===== src/hdl/sscd_pkg.sv =====
// package for the sensor scan change detector
// holds codes, controller state type, the command and status structs and the msb_index helper
// no dependencies
package sscd_pkg;

	localparam int WORD_BITS = 16;
	localparam int BYTE_BITS = 8;
	localparam int ID_W      = 5;
	localparam int MIDX_W    = 3;
	localparam int TIME_W    = 32;

	localparam logic ACT_POLL    = 1'b0;
	localparam logic ACT_RECEIPT = 1'b1;

	localparam logic KIND_CHANGE = 1'b0;
	localparam logic KIND_QUERY  = 1'b1;

	typedef enum logic {
		ST_IDLE,
		ST_EMIT
	} sscd_state_t;

	typedef struct packed {
		logic accept;
		logic pop;
	} sscd_cmd_t;

	typedef struct packed {
		logic pair_end;
		logic pending;
		logic wrap;
		logic last;
	} sscd_status_t;

	// index of the highest set bit, zero when none
	function automatic logic [3:0] msb_index(input logic [WORD_BITS-1:0] v);
		logic [3:0] r;
		r = '0;
		for (int i = 0; i < WORD_BITS; i++) begin
			if (v[i]) begin
				r = 4'(i);
			end
		end
		return r;
	endfunction

endpackage


===== src/hdl/sscd_channels.sv =====
// handshake channels of the sensor scan change detector
// sscd_poll_if carries input beats, sscd_event_if carries result beats
// depends on sscd_pkg
interface sscd_poll_if import sscd_pkg::*; ();
	logic                 valid;
	logic                 ready;
	logic                 action;
	logic [BYTE_BITS-1:0] byte_value;
	logic [TIME_W-1:0]    query_time;

	modport source (output valid, action, byte_value, query_time, input ready);
	modport sink   (input valid, action, byte_value, query_time, output ready);
endinterface

interface sscd_event_if import sscd_pkg::*; ();
	logic              valid;
	logic              ready;
	logic              event_kind;
	logic [MIDX_W-1:0] module_index;
	logic [ID_W-1:0]   sensor_id;
	logic              sensor_on;
	logic [TIME_W-1:0] event_time;
	logic              last_of_run;

	modport source (output valid, event_kind, module_index, sensor_id, sensor_on,
		event_time, last_of_run, input ready);
	modport sink   (input valid, event_kind, module_index, sensor_id, sensor_on,
		event_time, last_of_run, output ready);
endinterface


===== src/hdl/sscd_ctrl.sv =====
// controller of the sensor scan change detector
// accepts beats when idle and walks the pending changes one beat at a time
// depends on sscd_pkg
module sscd_ctrl import sscd_pkg::*; (
	input  logic         clk,
	input  logic         arst_n,
	input  logic         in_valid,
	output logic         in_ready,
	output logic         out_valid,
	input  logic         out_ready,
	input  sscd_status_t status,
	output sscd_cmd_t    cmd
);

	sscd_state_t state_q, state_d;

	always_ff @(posedge clk or negedge arst_n) begin
		if (!arst_n) begin
			state_q <= ST_IDLE;
		end else begin
			state_q <= state_d;
		end
	end

	always_comb begin
		state_d    = state_q;
		in_ready   = 1'b0;
		out_valid  = 1'b0;
		cmd.accept = 1'b0;
		cmd.pop    = 1'b0;
		unique case (state_q)
			ST_IDLE: begin
				in_ready = 1'b1;
				if (in_valid) begin
					cmd.accept = 1'b1;
					if (status.pair_end) begin
						state_d = ST_EMIT;
					end
				end
			end
			ST_EMIT: begin
				if (!status.pending && !status.wrap) begin
					state_d = ST_IDLE;
				end else begin
					out_valid = 1'b1;
					if (out_ready) begin
						cmd.pop = 1'b1;
						if (status.last) begin
							state_d = ST_IDLE;
						end
					end
				end
			end
			default: begin
				state_d = ST_IDLE;
			end
		endcase
	end

endmodule


===== src/hdl/sscd_dpath.sv =====
// datapath of the sensor scan change detector
// module word store, byte pairing, query timestamps and change bit walk
// depends on sscd_pkg
module sscd_dpath import sscd_pkg::*; #(
	parameter int NUM_MODULES = 5
) (
	input  logic                 clk,
	input  logic                 arst_n,
	input  sscd_cmd_t            cmd,
	output sscd_status_t         status,
	input  logic                 action,
	input  logic [BYTE_BITS-1:0] byte_value,
	input  logic [TIME_W-1:0]    query_time,
	output logic                 event_kind,
	output logic [MIDX_W-1:0]    module_index,
	output logic [ID_W-1:0]      sensor_id,
	output logic                 sensor_on,
	output logic [TIME_W-1:0]    event_time,
	output logic                 last_of_run
);

	localparam int MOD_W = (NUM_MODULES > 1) ? $clog2(NUM_MODULES) : 1;
	localparam logic [MOD_W-1:0] MOD_LAST = MOD_W'(NUM_MODULES - 1);

	logic [WORD_BITS-1:0] words_q [NUM_MODULES];
	logic                 phase_q;
	logic [BYTE_BITS-1:0] high_q;
	logic [MOD_W-1:0]     mod_q;
	logic [TIME_W-1:0]    prev_time_q;
	logic [TIME_W-1:0]    stamp_q;
	logic [WORD_BITS-1:0] diff_q;
	logic [WORD_BITS-1:0] word_q;
	logic [MOD_W-1:0]     idx_q;
	logic                 wrap_q;

	logic [WORD_BITS-1:0] new_word;
	logic [TIME_W:0]      mid_sum;
	logic [3:0]           top_bit;
	logic                 one_left;
	logic                 pair_done;

	assign new_word  = {high_q, byte_value};
	assign mid_sum   = {1'b0, prev_time_q} + {1'b0, query_time};
	assign top_bit   = msb_index(diff_q);
	assign one_left  = (diff_q != '0) && ((diff_q & (diff_q - 1'b1)) == '0);
	assign pair_done = cmd.accept && (action == ACT_POLL) && phase_q;

	always_ff @(posedge clk or negedge arst_n) begin
		if (!arst_n) begin
			for (int m = 0; m < NUM_MODULES; m++) begin
				words_q[m] <= '0;
			end
			phase_q     <= 1'b0;
			high_q      <= '0;
			mod_q       <= '0;
			prev_time_q <= '0;
			stamp_q     <= '0;
			diff_q      <= '0;
			wrap_q      <= 1'b0;
		end else begin
			if (cmd.accept) begin
				if (action == ACT_RECEIPT) begin
					stamp_q     <= mid_sum[TIME_W:1];
					prev_time_q <= query_time;
				end else if (!phase_q) begin
					phase_q <= 1'b1;
					high_q  <= byte_value;
				end else begin
					phase_q        <= 1'b0;
					words_q[mod_q] <= new_word;
					diff_q         <= new_word ^ words_q[mod_q];
					wrap_q         <= (mod_q == MOD_LAST);
					mod_q          <= (mod_q == MOD_LAST) ? '0 : mod_q + 1'b1;
				end
			end else if (cmd.pop) begin
				if (diff_q != '0) begin
					diff_q[top_bit] <= 1'b0;
				end else begin
					wrap_q <= 1'b0;
				end
			end
		end
	end

	// payload of the pair being walked
	always_ff @(posedge clk) begin
		if (pair_done) begin
			word_q <= new_word;
			idx_q  <= mod_q;
		end
	end

	always_comb begin
		status.pair_end = (action == ACT_POLL) && phase_q;
		status.pending  = (diff_q != '0);
		status.wrap     = wrap_q;
		status.last     = (diff_q == '0) || (one_left && !wrap_q);
	end

	always_comb begin
		if (diff_q != '0) begin
			event_kind   = KIND_CHANGE;
			module_index = MIDX_W'(idx_q);
			sensor_id    = ID_W'(WORD_BITS) - ID_W'(top_bit);
			sensor_on    = word_q[top_bit];
			event_time   = stamp_q;
		end else begin
			event_kind   = KIND_QUERY;
			module_index = '0;
			sensor_id    = '0;
			sensor_on    = 1'b0;
			event_time   = '0;
		end
		last_of_run = status.last;
	end

endmodule


===== src/hdl/sensor_scan_change_detector.sv =====
// top level of the sensor scan change detector
// joins controller and datapath, depends on sscd_pkg, sscd_channels, sscd_ctrl, sscd_dpath
//
//   channel  dir  beat contents
//   poll     in   action, byte_value, query_time
//   evt      out  event_kind, module_index, sensor_id, sensor_on, event_time, last_of_run
//
// a high byte or a query receipt is taken in the idle state and gives no result
// a low byte is followed by one result beat per changed sensor bit, plus a query
// beat when the module counter wraps (up to 17); with no result it still passes ST_EMIT
// poll is not ready while results of a pair are pending; evt stalls hold the walk
// reset clears the module words, byte phase, module counter and timestamps
module sensor_scan_change_detector import sscd_pkg::*; #(
	parameter int NUM_MODULES = 5
) (
	input logic         clk,
	input logic         arst_n,
	sscd_poll_if.sink   poll,
	sscd_event_if.source evt
);

	sscd_cmd_t    cmd;
	sscd_status_t status;

	sscd_ctrl u_ctrl (
		.clk       (clk),
		.arst_n    (arst_n),
		.in_valid  (poll.valid),
		.in_ready  (poll.ready),
		.out_valid (evt.valid),
		.out_ready (evt.ready),
		.status    (status),
		.cmd       (cmd)
	);

	sscd_dpath #(
		.NUM_MODULES (NUM_MODULES)
	) u_dpath (
		.clk          (clk),
		.arst_n       (arst_n),
		.cmd          (cmd),
		.status       (status),
		.action       (poll.action),
		.byte_value   (poll.byte_value),
		.query_time   (poll.query_time),
		.event_kind   (evt.event_kind),
		.module_index (evt.module_index),
		.sensor_id    (evt.sensor_id),
		.sensor_on    (evt.sensor_on),
		.event_time   (evt.event_time),
		.last_of_run  (evt.last_of_run)
	);

endmodule

===== src/flat_wrapper.sv =====
// flat-port wrapper written by rule: the top's interface ports become plain ports
module sensor_scan_change_detector_flat import sscd_pkg::*;
#(
	parameter int NUM_MODULES = 5
)
  (clk, arst_n, poll_valid, poll_action, poll_byte_value, poll_query_time, poll_ready, evt_valid, evt_event_kind, evt_module_index, evt_sensor_id, evt_sensor_on, evt_event_time, evt_last_of_run, evt_ready);
  sscd_poll_if poll_i ();
  sscd_event_if evt_i ();
  input logic clk;
  input logic arst_n;
  input wire logic [$bits(poll_i.valid)-1:0] poll_valid;
  input wire logic [$bits(poll_i.action)-1:0] poll_action;
  input wire logic [$bits(poll_i.byte_value)-1:0] poll_byte_value;
  input wire logic [$bits(poll_i.query_time)-1:0] poll_query_time;
  output wire logic [$bits(poll_i.ready)-1:0] poll_ready;
  output wire logic [$bits(evt_i.valid)-1:0] evt_valid;
  output wire logic [$bits(evt_i.event_kind)-1:0] evt_event_kind;
  output wire logic [$bits(evt_i.module_index)-1:0] evt_module_index;
  output wire logic [$bits(evt_i.sensor_id)-1:0] evt_sensor_id;
  output wire logic [$bits(evt_i.sensor_on)-1:0] evt_sensor_on;
  output wire logic [$bits(evt_i.event_time)-1:0] evt_event_time;
  output wire logic [$bits(evt_i.last_of_run)-1:0] evt_last_of_run;
  input wire logic [$bits(evt_i.ready)-1:0] evt_ready;
  assign poll_i.valid = poll_valid;
  assign poll_i.action = poll_action;
  assign poll_i.byte_value = poll_byte_value;
  assign poll_i.query_time = poll_query_time;
  assign poll_ready = poll_i.ready;
  assign evt_valid = evt_i.valid;
  assign evt_event_kind = evt_i.event_kind;
  assign evt_module_index = evt_i.module_index;
  assign evt_sensor_id = evt_i.sensor_id;
  assign evt_sensor_on = evt_i.sensor_on;
  assign evt_event_time = evt_i.event_time;
  assign evt_last_of_run = evt_i.last_of_run;
  assign evt_i.ready = evt_ready;
  sensor_scan_change_detector #(.NUM_MODULES(NUM_MODULES)) u_core (.clk(clk), .arst_n(arst_n), .poll(poll_i), .evt(evt_i));
endmodule

===== config.mk =====
export PLATFORM = sky130hd
export DESIGN_NAME = sensor_scan_change_detector_flat
export DESIGN_NICKNAME = d
export VERILOG_FILES = /design/src/hdl/sscd_pkg.sv /design/src/hdl/sscd_channels.sv /design/src/hdl/sscd_ctrl.sv /design/src/hdl/sscd_dpath.sv /design/src/hdl/sensor_scan_change_detector.sv /design/src/flat_wrapper.sv
export SDC_FILE = /design/constraint.sdc
export NUM_CORES = 1
export LEC_CHECK = 0
export ABC_AREA = 1
export ABC_CLOCK_PERIOD_IN_PS = 2200
export BUFFER_PORTS_ARGS = -buffer_cell sky130_fd_sc_hd__buf_2
export CAP_MARGIN = 20
export CORE_MARGIN = 4
export CORE_UTILIZATION = 50
export CTS_CLUSTER_DIAMETER = 30
export CTS_CLUSTER_SIZE = 8
export DETAILED_ROUTE_END_ITERATION = 16
export HOLD_SLACK_MARGIN = 0.15
export PLACE_DENSITY_LB_ADDON = 0.25
export SLEW_MARGIN = 10
export SYNTH_ARGS = -nofsm -noshare
export SYNTH_HDL_FRONTEND = slang
export SYNTH_SLANG_ARGS = --single-unit

===== constraint.sdc =====
create_clock -name clk -period 2.2 [get_ports clk]
set_input_delay 0.44 -clock clk [delete_from_list [all_inputs] [get_ports clk]]
set_output_delay 0.44 -clock clk [all_outputs]
set_load 0.1 [all_outputs]

* Word-level counts from Yosys, hierarchy flattened
Cells that the tools add are included.
** Storage, ports and cells
- Bits of input ports :: 45
- Output and inout bits :: 45
- Logic and storage cells :: 113
- Flip-flop bits (word level) :: 193
** Cells by class
- Order comparisons :: 4
- Multiplexer cells :: 56
- Bitwise logic cells :: 8
- Equality and inequality tests :: 4
- Reduce and logical (&&, ||, !) cells :: 22
- $add $sub $neg :: 4
** Operators by type and width (number)
- two-way mux 16 bit :: 8
- bitwise mux 80 bit :: 1
- binary-select mux 16 bit (select 3 bit) :: 1
- demux 16 bit (select 3 bit) :: 1
- two-way mux 4 bit :: 12
- adder 32 x 32 -> 33 bit :: 1
- AND 16 bit :: 2
- logical NOT 16 bit :: 2
- two-way mux 32 bit :: 1
- two-way mux 1 bit :: 24
- inverter 16 bit :: 1
- nonzero test 16 bit :: 1
- subtractor 16 x 1 -> 16 bit, second input constant :: 1
- bitwise XOR 16 bit :: 1
- logical AND 1 bit :: 8
- AND reduction 4 bit :: 2
- two-way mux 3 bit :: 2
- AND reduction 3 bit :: 2
- < comparator 4 x 5 -> 1 bit, second input constant :: 1
- two-way mux 5 bit :: 1
- subtractor 5 x 4 -> 5 bit, first input constant :: 1
- binary-select mux 1 bit (select 4 bit) :: 1
- demux 1 bit (select 4 bit) :: 1
- >= comparator 4 x 1 -> 1 bit, second input constant :: 1
- 14 further kinds :: 21

* Longest topological paths before layout
- Depth after elaboration :: 24
- Depth in mapped cells :: 22
- Gate-level depth less buffers :: 21

* Hierarchy
From an unflattened synthesis, not the netlist that was laid out.
** Unflattened totals
- Cells, all modules :: 1312
- Area, all modules :: 10665.2 um^2
** By module, submodules not included
- sscd_dpath :: cells an instance 1298, area an instance 10586.4 um^2, times used 1, seq. area each 4899.7 um^2
- sscd_ctrl :: cells an instance 14, area an instance 78.8 um^2, times used 1, seq. area each 25.0 um^2

* Least setup slack after synthesis
OpenSTA, ideal clock, no wires.
- Kind :: reg-to-output
- From :: reg u_core.u_dpath.diff_q[2]
- To :: out evt_sensor_id[2]
- Arrival time :: 3104 ps
- Cell stages (with the launch flop) :: 20
- Buffers on the path :: 1
- Slack :: -1344 ps
- Cells stage by stage :: dfrtp_1 -> inv_2 -> nand2_1 -> nand2_1 -> nand2_1 -> nand2_1 -> nand2_1 -> nand2_1 -> nand2_1 -> nand2_1 -> nand2_1 -> nand2_1 -> nand2_1 -> nand2_2 -> nand2_2 -> buf_6 -> ha_1 -> inv_1 -> o21ai_0 -> a21oi_1
** On the way
- Longest elaborated chain between the ends :: 16
- Elaborated cells between the ends (all ways) :: 17
- Those cells by class :: add/sub: 1; mux: 15; reduce/logical: 1
** Ends and longest elaborated chain
- from (decl) :: RTL line sscd_dpath.sv:31 : logic [WORD_BITS-1:0] diff_q;
- from (signal assigned) :: RTL line sscd_dpath.sv:71 : diff_q <= new_word ^ words_q[mod_q];
- two-way mux 2 bit (2 in series) :: RTL line sscd_pkg.sv:40 : if (v[i]) begin
- two-way mux 4 bit (12 in series) :: RTL line sscd_pkg.sv:40
- subtractor 5 x 4 -> 5 bit :: RTL line sscd_dpath.sv:104 : sensor_id = ID_W'(WORD_BITS) - ID_W'(top_bit);
- two-way mux 5 bit * :: RTL line sscd_dpath.sv:101 : if (diff_q != '0) begin
- to (decl) :: RTL line flat_wrapper.sv:19 : output wire logic [$bits(evt_i.sensor_id)-1:0] evt_sensor_id;
Mark *: on every way between the ends. The rest lies on a longest branch, timed or not.

* Worst setup path in the final report
- From :: reg u_core.u_dpath.diff_q[4]
- To :: out evt_sensor_id[2]
** On the way
- Longest elaborated chain between the ends :: 14
- Elaborated cells between the ends (all ways) :: 15
- Those cells by class :: add/sub: 1; mux: 13; reduce/logical: 1
** Ends and longest elaborated chain (RTL line)
- two-way mux 4 bit (12 in series) :: sscd_pkg.sv:40
- subtractor 5 x 4 -> 5 bit :: sscd_dpath.sv:104
- two-way mux 5 bit * :: sscd_dpath.sv:101
Marks and branches as above.

==> impl_metrics.toml <==
[global_route]
gr-usage-all-layers_pct = 25.0
overflow = 0
first_global_vias = 9429
grt_antenna_before_repair = 0
grt_start_max_net_pins = 66
grt_first_pass_wirelength_um = 47800

[final_layout]
fillers = 1354
fin_area_um2 = 15200
drive_above_1_share_pct = 32.5
antenna_cells = 0
nNetsFinal = 1658
syn_to_final_growth_pct = 45.3

[timing]
hold_viol_final = 0
finalSetupTns_ns = -23.68
tightest_slew_ns = 0.523
finalMaxSlewViolations = 0
fin_crit_sh_pct = 133
fin_skew_ns = 0.0122
max_slew_margin_pct = 65.0
setup_ws_ns = -0.722
min_period_ns = 2.92
rsz0062_at_grt = "yes"
setup_violations = 61
max_freq_mhz = 342

[synth]
yosysWarnings = 0
ys_seq_area_share_pct = 47.2
synth_top_flop_cell = "dfrtp_1"
yosysUniqueCellTypes = 53
synthArstFlopShare_pct = 90.2
synth_edf_count = 19
ys_ff_latch = 193
syn_nets = 1394
postSynthCellCount = 1311
synth_area_um2 = 10400
synth_area_per_cell_um2 = 7.96

[drt]
route.detailed.drc = 0
num_vias = 10200
drtPass1Iterations = 5
drtIter0Drc = 853
wl_met2_um = 15800
wl_met1_um = 14400
routed_wl_um = 32600
wl_per_cell_um = 17.6
vias_per_cell = 5.48
routed.top_layer = "met4"
routed-wl-met3_um = 1690
ant_nets = 0

[place]
placed_cell_area_um2 = 12800
gp_congestion = 0.978
dpl.hpwl_um = 20700
port_buffers = 89

[die]
io_pins = 90
fp.dieW_um = 152
num_rows = 52
initial_core_util_pct = 51.3
core_um2 = 20400
dieArea_um2 = 23300
die_y_um = 152

[clocking]
cts_buffers = 17
clk_pin_slew_worst_paths_ns = 0.07
tritoncts = "built"
cts_max_level = 4
clk_latency_ns = 0.45
cts-root-buf = "clkbuf_16"
cts_max_path_buffers = 2
clock-sinks = 193

[critical_path]
path_cells = "nor2_1 -> a21boi_2 -> o31ai_1 -> nand2_1 -> nand2_1 -> nor2_2 -> buf_4 -> ha_4 -> inv_4 -> o21ai_4 -> a21oi_4 -> buf_12"
path_class = "reg -> out"
start_kind = "register"
end_kind = "output pin"
path_common_cell = "nand2_1"
required_ns = 1.76
crit_slowest_cell = "dfrtp_1"
critPathArrivalTime_ns = 2.48
path_max_fanout = 3
max_stage_delay_ns = 0.41

[worst_hold_path]
min_path_type = "in -> reg"

[pwr]
power.density_nw_per_um2 = 1640
vdd_drop_max_uv = 1200
power_mw = 24.8
power_leakage_nw = 7.13

[job]
cap_violations = 0

[outcome]
violations = "setup timing"
status = "complete, but fails checks"
==> final timing paths <==
check | from | endpoint | slack (ns) | cells past startpoint
max reg2reg | u_core.u_dpath.diff_q[13]$_DFFE_PN0P_ | u_core.u_dpath.diff_q[0]$_DFFE_PN0P_ | -0.16 | 18
max | u_core.u_dpath.diff_q[4]$_DFFE_PN0P_ | evt_sensor_id[2] | -0.72 | 12
min in group asynchronous | arst_n | u_core.u_dpath.prev_time_q[22]$_DFFE_PN0P_ | 0.49 | 2
min reg2reg | u_core.u_dpath.stamp_q[20]$_DFFE_PN0P_ | u_core.u_dpath.stamp_q[20]$_DFFE_PN0P_ | 0.48 | 2
min | poll_byte_value[4] | u_core.u_dpath.word_q[4]$_DFFE_PP_ | 0.19 | 1
max in group asynchronous | arst_n | u_core.u_dpath.diff_q[13]$_DFFE_PN0P_ | 1.03 | 3
==> power by group <==
part	switching, mW	internal, mW	leakage [nW]	total (mW)
Combinational	9.27	6.43	4.42	15.7
Sequential	0.980	4.94	2.42	5.92
Clock	1.49	1.71	0.287	3.20
Total	11.7	13.1	7.13	24.8
==> layer usage <==
layer | GRT usage [%] | vias up
li1 | - | 4849
met1 | 35.6 | 4932
met2 | 40.2 | 329
met3 | 3.86 | 65
met4 | 6.75 | 0
met5 | 0 | -
==> registers in the layout (all words and copies together), names as in the netlist <==
name	count
u_core.u_dpath.phase_q	1
u_core.u_dpath.mod_q	3
u_core.u_dpath.words_q	80
u_core.u_dpath.wrap_q	1
u_core.u_dpath.high_q	8
u_core.u_ctrl.state_q	1
u_core.u_dpath.prev_time_q	32
u_core.u_dpath.word_q	16
u_core.u_dpath.stamp_q	32
u_core.u_dpath.idx_q	3
u_core.u_dpath.diff_q	16
==> per-stage QoR <==
stage          setup WS (ns)  utilization [%]  hold WS (ns)  cells
3_3_place_gp          -0.288             62.6         0.422   1792
6_report              -0.722             74.5         0.189   1858
3_5_place_dp          -0.297             62.6         0.418   1792
4_1_cts               -0.642             67.6         0.183   1835
2_1_floorplan         -0.328                -         0.144   1311
5_1_grt               -0.944             74.5         0.176   1858
==> layout make-up <==
class                           count  area (µm²)  share of cell area (%)
Inverter                          126         489                    3.23
Tap cell                          270         338                    2.23
Clock inverter                     15         165                    1.09
Clock buffer                       17         425                    2.80
Timing Repair Buffer              291        2960                    19.5
Sequential cell                   193        4930                    32.5
Multi-Input combinational cell    946        5860                    38.6
==> synth_stat cells (all sizes together) (11+ instances only) <==
library cell / number / share of area [%]
buf: 13 / 0.84
inv: 126 / 4.6
xor2: 16 / 1.3
o21ai: 178 / 8.6
nor3: 13 / 0.78
dfrtp: 174 / 42
edfxtp: 19 / 5.5
xnor2: 11 / 0.92
a21oi: 47 / 2.3
nor2: 104 / 4.2
clkbuf: 33 / 1.2
ha: 37 / 4.4
nand4: 12 / 0.72
nand3: 59 / 2.9
nand2: 396 / 14
==> cell usage in the layout (no fill, tap or decap), drive strengths merged, types with 19 or more instances in the layout <==
| master | instances |
|---|---|
| nand2 | 396 |
| buf | 287 |
| o21ai | 178 |
| dfrtp | 174 |
| inv | 134 |
| nor2 | 104 |
| nand3 | 59 |
| a21oi | 47 |
| ha | 37 |
| clkbuf | 20 |
| edfxtp | 19 |
==> logic make-up after synthesis <==
kind of cell,after synthesis,share of synthesized area [%]
adder cells (fa/ha/maj),38,4.63
AND/OR/NAND/NOR,595,23.7
XOR/XNOR,27,2.27
flip-flops,193,47.2
buffers and inverters,172,6.58
AO/OA/AOI/OAI,286,15.7
==> critical path: cells and delay by family (launching register included) <==
kind / cells / cell delay, ns
buffers and inverters: 3 / 0.43
AOI/OAI and AO/OA: 4 / 0.57
and+or+nand+nor: 4 / 0.44
DFF: 1 / 0.41
adders and majority gates: 1 / 0.18
==> timing repair <==
item,CTS,global route
resized for setup,95,260
buffers inserted,9,21
pin swaps,10,47
cloned,1,3
hold buffers,1,0
endpoints found under the hold margin,44,0
setup endpoints to repair,57,82
Note: power is estimated with default switching activity, not from simulation.
